$ cat src/sv/sliding_window_median_macros.svh
// ----------------------------------------------------------------------------
// sliding window median - assertion macros
// shared concurrent check forms, clocked on i_clk and gated by i_rst_n
// ----------------------------------------------------------------------------
`ifndef SLIDING_WINDOW_MEDIAN_MACROS_SVH
`define SLIDING_WINDOW_MEDIAN_MACROS_SVH

// same-cycle implication
`define SWM_CHECK(lbl, ante, cons) \
    lbl: assert property (@(posedge i_clk) disable iff (!i_rst_n) (ante) |-> (cons)) \
        else $error("swm check failed");

// next-cycle implication
`define SWM_CHECK_NEXT(lbl, ante, cons) \
    lbl: assert property (@(posedge i_clk) disable iff (!i_rst_n) (ante) |=> (cons)) \
        else $error("swm next-cycle check failed");

`endif

$ cat src/sv/swm_pkg.sv
// ----------------------------------------------------------------------------
// swm_pkg
// constants and types shared by the sliding window median modules
// ----------------------------------------------------------------------------
`timescale 1ns / 1ps

package swm_pkg;

    localparam int WINDOW_MAX  = 64;
    localparam int SAMPLE_BITS = 16;
    localparam int WIN_BITS    = $clog2(WINDOW_MAX + 1);
    localparam int IDX_BITS    = $clog2(WINDOW_MAX);
    localparam int TOTAL_BITS  = 48;

    localparam logic [TOTAL_BITS-1:0] TOTAL_MAX  = {TOTAL_BITS{1'b1}};
    localparam logic [WIN_BITS-1:0]   WIN_RESET  = WIN_BITS'(3);
    localparam logic [WIN_BITS-1:0]   WIN_LIMIT  = WIN_BITS'(WINDOW_MAX);

    typedef enum logic [1:0] {
        ST_IDLE,
        ST_SCAN,
        ST_FINISH
    } t_state;

    // controller to datapath
    typedef struct packed {
        logic start;
        logic scan;
        logic finish;
    } t_cmd;

    // datapath to controller
    typedef struct packed {
        logic scan_done;
        logic out_free;
    } t_status;

endpackage

$ cat src/sv/swm_ctrl.sv
// ----------------------------------------------------------------------------
// swm_ctrl
// sequencer: accept a beat, run the sorted-store merge pass, post the result
// ----------------------------------------------------------------------------
`timescale 1ns / 1ps

module swm_ctrl (
    input  logic             i_clk,
    input  logic             i_rst_n,
    input  logic             i_in_valid,
    output logic             o_in_stall,
    input  swm_pkg::t_status i_status,
    output swm_pkg::t_cmd    o_cmd
);

    swm_pkg::t_state r_state;
    swm_pkg::t_state n_state;

    always_ff @(posedge i_clk) begin
        if (!i_rst_n) begin
            r_state <= swm_pkg::ST_IDLE;
        end else begin
            r_state <= n_state;
        end
    end

    always_comb begin
        n_state      = r_state;
        o_cmd        = '0;
        o_in_stall   = 1'b1;
        unique case (r_state)
            swm_pkg::ST_IDLE: begin
                // sample side held off while reset is applied
                if (i_rst_n) begin
                    o_in_stall = 1'b0;
                    if (i_in_valid) begin
                        o_cmd.start = 1'b1;
                        n_state     = swm_pkg::ST_SCAN;
                    end
                end
            end
            swm_pkg::ST_SCAN: begin
                o_cmd.scan = 1'b1;
                if (i_status.scan_done) begin
                    n_state = swm_pkg::ST_FINISH;
                end
            end
            swm_pkg::ST_FINISH: begin
                if (i_status.out_free) begin
                    o_cmd.finish = 1'b1;
                    n_state      = swm_pkg::ST_IDLE;
                end
            end
            default: begin
                n_state = swm_pkg::ST_IDLE;
            end
        endcase
    end

endmodule

$ cat src/sv/swm_datapath.sv
// ----------------------------------------------------------------------------
// swm_datapath
// history ring, sorted store with merge pass, running total, output register
// ----------------------------------------------------------------------------
`timescale 1ns / 1ps
`include "sliding_window_median_macros.svh"

module swm_datapath (
    input  logic                                i_clk,
    input  logic                                i_rst_n,
    input  swm_pkg::t_cmd                       i_cmd,
    output swm_pkg::t_status                    o_status,
    input  logic                                i_cfg_wr_en,
    input  logic [swm_pkg::WIN_BITS-1:0]        i_cfg_wr_data,
    input  logic [swm_pkg::SAMPLE_BITS-1:0]     i_sample,
    output logic                                o_out_valid,
    input  logic                                i_out_stall,
    output logic [swm_pkg::SAMPLE_BITS-1:0]     o_median,
    output logic                                o_window_full,
    output logic [swm_pkg::TOTAL_BITS-1:0]      o_median_total
);

    // memories
    logic [swm_pkg::SAMPLE_BITS-1:0] hist_mem   [swm_pkg::WINDOW_MAX];
    logic [swm_pkg::SAMPLE_BITS-1:0] sorted_mem [swm_pkg::WINDOW_MAX];
    logic [swm_pkg::SAMPLE_BITS-1:0] r_hist_q;
    logic [swm_pkg::SAMPLE_BITS-1:0] r_sort_q;

    // window state
    logic [swm_pkg::WIN_BITS-1:0]   r_win;
    logic [swm_pkg::WIN_BITS-1:0]   r_fill;
    logic [swm_pkg::IDX_BITS-1:0]   r_ptr;
    logic [swm_pkg::TOTAL_BITS-1:0] r_total;

    // merge pass
    logic [swm_pkg::WIN_BITS-1:0]    r_rd_idx;
    logic [swm_pkg::WIN_BITS-1:0]    r_wr_idx;
    logic [swm_pkg::WIN_BITS-1:0]    r_n;
    logic                            r_removed;
    logic                            r_full_after;
    logic [swm_pkg::SAMPLE_BITS-1:0] r_carry;
    logic [swm_pkg::SAMPLE_BITS-1:0] r_med;

    // output register
    logic                            r_out_valid;
    logic [swm_pkg::SAMPLE_BITS-1:0] r_out_median;
    logic                            r_out_full;
    logic [swm_pkg::TOTAL_BITS-1:0]  r_out_total;

    logic [swm_pkg::WIN_BITS-1:0]    w_eff;
    logic [swm_pkg::WIN_BITS:0]      w_p1;
    logic [swm_pkg::WIN_BITS-1:0]    mid_idx;
    logic                            full_now;
    logic [swm_pkg::WIN_BITS-1:0]    fill_p1;
    logic [swm_pkg::WIN_BITS-1:0]    ptr_p1;
    logic [swm_pkg::IDX_BITS-1:0]    hist_waddr;
    logic                            elem_valid;
    logic                            skip;
    logic                            sort_we;
    logic [swm_pkg::SAMPLE_BITS-1:0] sort_wdata;
    logic                            sort_re;
    logic [swm_pkg::IDX_BITS-1:0]    sort_raddr;
    logic [swm_pkg::SAMPLE_BITS-1:0] lo_val;
    logic [swm_pkg::SAMPLE_BITS-1:0] hi_val;
    logic [swm_pkg::TOTAL_BITS:0]    sum;
    logic [swm_pkg::TOTAL_BITS-1:0]  n_total;

    // clamp window to 1..max
    always_comb begin
        priority if (r_win == '0) begin
            w_eff = swm_pkg::WIN_BITS'(1);
        end else if (r_win > swm_pkg::WIN_LIMIT) begin
            w_eff = swm_pkg::WIN_LIMIT;
        end else begin
            w_eff = r_win;
        end
    end

    assign w_p1       = {1'b0, w_eff} + 1'b1;
    assign mid_idx    = w_p1[swm_pkg::WIN_BITS:1] - 1'b1;
    assign full_now   = (r_fill >= w_eff);
    assign fill_p1    = r_fill + 1'b1;
    assign ptr_p1     = {1'b0, r_ptr} + 1'b1;
    assign hist_waddr = full_now ? r_ptr : r_fill[swm_pkg::IDX_BITS-1:0];

    // element rd_idx-1 sits in r_sort_q during the scan
    assign elem_valid = (r_rd_idx <= r_n);
    assign skip       = elem_valid && !r_removed && (r_sort_q == r_hist_q);
    assign lo_val     = (r_sort_q < r_carry) ? r_sort_q : r_carry;
    assign hi_val     = (r_sort_q < r_carry) ? r_carry : r_sort_q;
    assign sort_we    = i_cmd.scan && !skip;
    assign sort_wdata = elem_valid ? lo_val : r_carry;
    assign sort_re    = i_cmd.start || i_cmd.scan;
    assign sort_raddr = i_cmd.start ? '0 : r_rd_idx[swm_pkg::IDX_BITS-1:0];

    assign sum = {1'b0, r_total} + (swm_pkg::TOTAL_BITS+1)'(r_med);
    always_comb begin
        n_total = r_total;
        if (r_full_after) begin
            n_total = sum[swm_pkg::TOTAL_BITS] ? swm_pkg::TOTAL_MAX
                                              : sum[swm_pkg::TOTAL_BITS-1:0];
        end
    end

    assign o_status.scan_done = i_cmd.scan && !elem_valid;
    assign o_status.out_free  = !r_out_valid || !i_out_stall;

    // history ring: old entry read while the new sample lands
    always_ff @(posedge i_clk) begin
        if (i_cmd.start) begin
            r_hist_q              <= hist_mem[r_ptr];
            hist_mem[hist_waddr]  <= i_sample;
        end
    end

    // sorted store
    always_ff @(posedge i_clk) begin
        if (sort_re) begin
            r_sort_q <= sorted_mem[sort_raddr];
        end
        if (sort_we) begin
            sorted_mem[r_wr_idx[swm_pkg::IDX_BITS-1:0]] <= sort_wdata;
        end
    end

    // payload registers
    always_ff @(posedge i_clk) begin
        if (i_cmd.start) begin
            r_carry <= i_sample;
        end else if (i_cmd.scan && elem_valid && !skip) begin
            r_carry <= hi_val;
        end
        if (sort_we && (r_wr_idx == mid_idx)) begin
            r_med <= sort_wdata;
        end
        if (i_cmd.finish) begin
            r_out_median <= r_full_after ? r_med : '0;
            r_out_full   <= r_full_after;
            r_out_total  <= n_total;
        end
    end

    // control registers
    always_ff @(posedge i_clk) begin
        if (!i_rst_n) begin
            r_win        <= swm_pkg::WIN_RESET;
            r_fill       <= '0;
            r_ptr        <= '0;
            r_total      <= '0;
            r_rd_idx     <= '0;
            r_wr_idx     <= '0;
            r_n          <= '0;
            r_removed    <= 1'b1;
            r_full_after <= 1'b0;
            r_out_valid  <= 1'b0;
        end else begin
            if (i_cfg_wr_en) begin
                r_win  <= i_cfg_wr_data;
                r_fill <= '0;
                r_ptr  <= '0;
            end else if (i_cmd.start) begin
                if (full_now) begin
                    r_ptr <= (ptr_p1 == w_eff) ? '0 : ptr_p1[swm_pkg::IDX_BITS-1:0];
                end else begin
                    r_fill <= fill_p1;
                    r_ptr  <= '0;
                end
            end

            if (i_cmd.start) begin
                r_rd_idx     <= swm_pkg::WIN_BITS'(1);
                r_wr_idx     <= '0;
                r_n          <= full_now ? w_eff : r_fill;
                r_removed    <= !full_now;
                r_full_after <= full_now || (fill_p1 >= w_eff);
            end else if (i_cmd.scan) begin
                if (elem_valid) begin
                    r_rd_idx <= r_rd_idx + 1'b1;
                end
                if (skip) begin
                    r_removed <= 1'b1;
                end
                if (sort_we) begin
                    r_wr_idx <= r_wr_idx + 1'b1;
                end
            end

            if (i_cmd.finish) begin
                r_total     <= n_total;
                r_out_valid <= 1'b1;
            end else if (r_out_valid && !i_out_stall) begin
                r_out_valid <= 1'b0;
            end
        end
    end

    assign o_out_valid    = r_out_valid;
    assign o_median       = r_out_median;
    assign o_window_full  = r_out_full;
    assign o_median_total = r_out_total;

    // the merge never writes ahead of what it has read
    `SWM_CHECK(a_wr_behind_rd, 1'b1, r_wr_idx <= r_rd_idx)
    // a pass writes exactly one entry per window sample (one removed, one added)
    `SWM_CHECK(a_pass_count, i_cmd.finish, r_wr_idx == r_fill)
    `SWM_CHECK(a_window_bounds, 1'b1, (r_fill <= w_eff) && ({1'b0, r_ptr} < w_eff))
    `SWM_CHECK_NEXT(a_total_monotone, 1'b1, r_total >= $past(r_total))

endmodule

$ cat src/sv/sliding_window_median.sv
// ----------------------------------------------------------------------------
// sliding_window_median
// lower median over the last window_size samples with a saturating total
// ----------------------------------------------------------------------------
// One 16-bit sample per input beat; each beat yields one result beat with
// the lower median of the current window (zero until the window is full),
// a window-full flag and the 48-bit saturating total of all medians so far.
// Each result comes from a merge pass over the samples already held in the
// sorted store (window_size once the window is full, the fill count while
// it is filling), a memory read one entry ahead and rewritten one entry per
// cycle, which drops the oldest sample and slots in the new one in the same
// sweep. The input stalls for the whole pass; a finished result waits in
// the output register, and the next sample is accepted meanwhile. Writing
// window_size (idle only) restarts the window from empty and keeps the
// total. No clearing pass after reset.
// ----------------------------------------------------------------------------
`timescale 1ns / 1ps

module sliding_window_median (
    input  logic                            i_clk,
    input  logic                            i_rst_n,
    // configuration
    input  logic                            i_cfg_wr_en,
    input  logic [swm_pkg::WIN_BITS-1:0]    i_cfg_wr_data,
    // sample channel
    input  logic                            i_in_valid,
    output logic                            o_in_stall,
    input  logic [swm_pkg::SAMPLE_BITS-1:0] i_sample,
    // result channel
    output logic                            o_out_valid,
    input  logic                            i_out_stall,
    output logic [swm_pkg::SAMPLE_BITS-1:0] o_median,
    output logic                            o_window_full,
    output logic [swm_pkg::TOTAL_BITS-1:0]  o_median_total
);

    swm_pkg::t_cmd    cmd;
    swm_pkg::t_status status;

    // sequencer: idle -> merge scan -> post result
    swm_ctrl u_ctrl (
        .i_clk      (i_clk),
        .i_rst_n    (i_rst_n),
        .i_in_valid (i_in_valid),
        .o_in_stall (o_in_stall),
        .i_status   (status),
        .o_cmd      (cmd)
    );

    // storage, merge, total and output register
    swm_datapath u_datapath (
        .i_clk          (i_clk),
        .i_rst_n        (i_rst_n),
        .i_cmd          (cmd),
        .o_status       (status),
        .i_cfg_wr_en    (i_cfg_wr_en),
        .i_cfg_wr_data  (i_cfg_wr_data),
        .i_sample       (i_sample),
        .o_out_valid    (o_out_valid),
        .i_out_stall    (i_out_stall),
        .o_median       (o_median),
        .o_window_full  (o_window_full),
        .o_median_total (o_median_total)
    );

endmodule

$ cat config.mk
export PLATFORM = sky130hd
export DESIGN_NAME = sliding_window_median
export DESIGN_NICKNAME = d
export VERILOG_FILES = /design/src/sv/swm_pkg.sv /design/src/sv/swm_ctrl.sv /design/src/sv/swm_datapath.sv /design/src/sv/sliding_window_median.sv
export VERILOG_INCLUDE_DIRS = /design/src /design/src/sv
export SDC_FILE = /design/constraint.sdc
export NUM_CORES = 2
export LEC_CHECK = 0
export ABC_CLOCK_PERIOD_IN_PS = 4800
export BUFFER_PORTS_ARGS = -buffer_cell sky130_fd_sc_hd__buf_2
export CORE_ASPECT_RATIO = 1.4
export CORE_UTILIZATION = 40
export DETAILED_ROUTE_END_ITERATION = 8
export GPL_ROUTABILITY_DRIVEN = 0
export HOLD_SLACK_MARGIN = 0.03
export PLACE_DENSITY = 0.55
export SYNTH_ARGS = -nofsm -noshare
export SYNTH_HDL_FRONTEND = slang
export SYNTH_SLANG_ARGS = --single-unit
$ cat constraint.sdc
create_clock -name i_clk -period 4.8 [get_ports i_clk]
set_input_delay 0.24 -clock i_clk [delete_from_list [all_inputs] [get_ports i_clk]]
set_output_delay 0.24 -clock i_clk [all_outputs]
set_load 0.02 [all_outputs]
==> metrics.yaml <==
synthArstFlopShare: 0
ys_seq_elements: 2271
die_width_um: 407
slew_headroom: 0.0850
ctsLongestPathBuffers: 4
post_cts_buffers: 0
crit_arrival_ps: 4690
postRouteWirelength_um: 254000
hold_viol_final: 0
tns_ps: 0
cts_sinks: 2271
final_common_cell: "edfxtp_1"
dieArea_mm2: 0.231
grt_pass1_wl_um: 366000
detail-route-antenna-nets: 0
rows: 207
busiest_layer: "met2"
h-tree-depth: 4
post_drt_wl_per_cell_um: 28.5
post-place-ws_ps: 762
start_kind: "flip-flop"
hp-class: "in -> reg"
nets: 5779
vias: 51445
clock-root-buffer: "clkbuf_16"
p_leak_nw: 32.9
grtUsageTotal: 0.217
grt_start_max_net_pins: 147
clk_latency_ps: 880
dr.pass1.iters: 7
clock_power_share: 0.401
run_status: "complete, no violations"
layout_min_cycle_time_ps: 4130
worst_slew_pin_slew_ps: 1360
final_core_utilization: 0.460
grt_antenna_before_repair: 16
p_per_area_mw_per_mm2: 419
final_cell_mix: "2177 x edfxtp_1, 384 x nand2_1, 336 x mux4_2"
drt_iter0_markers: 4583
start_util: 0.403
yosysWarningCount: 0
numPortBuffers: 94
cts_buffers: 222
grt-ovfl-total: 0
power.switching_w: 0.0102
core-area_mm2: 0.227
required_ps: 5360
crit_type: "reg -> reg"
grt_pass1_vias: 51156
rsz0062_at_grt: "false"
synth_cell_types: 75
io_pins: 95
end_kind: "flip-flop"
slew_viol_final: 0
met1_usage: 0.277
final_area_mm2: 0.105
drc: 0
syn_to_final_growth_pct: 14.1
fin_ws_ps: 665
place_hpwl_um: 153000
worst_ir_drop_vdd_uv: 323
syn_area_per_cell_um2: 16.9
fin_crit_sh: 0.861
netlist_area_mm2: 0.0917
clkTransAtPathRegs_ps: 70
setup_viol: 0
synth_fp_nets: 5528
dpl_cell_area_mm2: 0.0971
p_comb_frac: 0.078
synth_edf_count: 2177
fmax_ghz: 0.242
routed_via_density: 5.77
seq_area_frac_synth: 0.734
p_int_w: 0.0336
switching_share: 0.233
seq_power_share: 0.521
ys.flop_type: "edfxtp_1"
fin_skew_ps: 94.8
synth_cells: 5440
drv_cap: 0
drive_gt1_frac: 0.185
fin_hold_ws_ps: 47.8
gr-usage-met2: 0.378
path_max_fanout: 14
use_met3: 0.0281
die_y_um: 568
cts_tree: "yes"
==> worst max-delay path, cell delays in order, from the launching register on <==
cell	delay, ps
dfxtp_1	460
nor2_1	70
a21oi_1	150
nor2_1	60
buf_4	180
ha_1	270
nor2b_1	120
o21ai_0	130
a31oi_1	260
o21a_1	280
buf_4	230
nor3b_1	70
o21ai_1	1050
nor2_1	220
buf_4	290
==> layer usage <==
layer  vias to the layer above  share of wire
li1                      22528              -
met1                     26929           0.39
met2                      1614           0.52
met3                       366          0.056
met4                         8          0.034
met5                         -        0.00020
==> flip-flops by register name, summed over array words and instances, names as in the netlist <==
signal	flops
u_ctrl.r_state	2
u_datapath.hist_mem	1024
u_datapath.o_median	16
u_datapath.o_median_total	48
u_datapath.o_out_valid	1
u_datapath.o_window_full	1
u_datapath.r_carry	16
u_datapath.r_fill	7
u_datapath.r_full_after	1
u_datapath.r_hist_q	16
u_datapath.r_med	16
u_datapath.r_n	7
u_datapath.r_ptr	6
u_datapath.r_rd_idx	7
u_datapath.r_removed	1
u_datapath.r_sort_q	16
u_datapath.r_total	48
u_datapath.r_win	7
u_datapath.r_wr_idx	7
u_datapath.sorted_mem	1024
==> cell type report <==
cell class | count | area [um2]
sequential | 2271 | 67300
multi-input combinational | 2751 | 23100
antenna | 7 | 17.5
clock inverter | 130 | 1410
clock buffer | 275 | 5810
fill | 19725 | 123000
timing repair buffer | 388 | 2980
tap | 3030 | 3790
inverter | 57 | 231
==> final timing paths <==
kind | from | to | slack (ps) | depth (start not counted)
min reg2reg | u_datapath.r_n[3]$_SDFFE_PN0P_ | u_datapath.r_n[3]$_SDFFE_PN0P_ | 500 | 2
max | u_datapath.r_win[3]$_SDFFE_PN0P_ | u_datapath.hist_mem[52][2]$_DFFE_PP_ | 670 | 14
max reg2reg | u_datapath.r_win[3]$_SDFFE_PN0P_ | u_datapath.hist_mem[52][2]$_DFFE_PP_ | 670 | 14
min | i_sample[5] | u_datapath.hist_mem[37][5]$_DFFE_PP_ | 50 | 1
==> cells by family after synthesis <==
group | count (synthesis) | share of synthesized area
flip-flops | 2271 | 0.734
adder cells (fa/ha/maj) | 60 | 0.00827
AND/OR/NAND/NOR | 1131 | 0.0580
AO/OA/AOI/OAI | 1019 | 0.0784
multiplexers | 455 | 0.0956
XOR/XNOR | 86 | 0.00822
buffers and inverters | 418 | 0.0178
==> cells in the mapped netlist (74+ instances only) <==
cell type  instances  area share
a211oi_1          97      0.0079
a21oi_1          166      0.0091
a31oi_1          131      0.0089
a32oi_1           77      0.0074
clkbuf_1         267       0.011
dfxtp_1           94       0.021
edfxtp_1        2177        0.71
mux2i_1          112       0.012
mux4_2           336       0.083
nand2_1          386       0.016
nand3_1          122      0.0067
nor2_1           266       0.011
nor2b_1           76      0.0052
o21a_1            74      0.0061
o21ai_0           75      0.0041
o221ai_1         109       0.010
==> per-stage QoR <==
stage	power, W	std cells
CTS	0.0442	8902
floorplan	0.0249	5440
global placement	0.0266	8474
detailed placement	0.0267	8474
global route	0.0450	8904
finish	0.0438	8909
==> power groups by stage <==
stage          logic (W)  registers, W  clock network (W)
2_1_floorplan    0.00162        0.0233                  0
3_3_place_gp     0.00334        0.0232                  0
3_5_place_dp     0.00342        0.0232                  0
4_1_cts          0.00345        0.0228             0.0179
5_1_grt          0.00360        0.0228             0.0186
6_report         0.00340        0.0228             0.0176
==> timing repair <==
item | CTS | global route
setup endpoints to repair | 0 | 0
endpoints found under the hold margin | 110 | 0
gates resized for setup | 0 | 0
hold buffers | 23 | 0
Power figures use the tool's default switching activity.
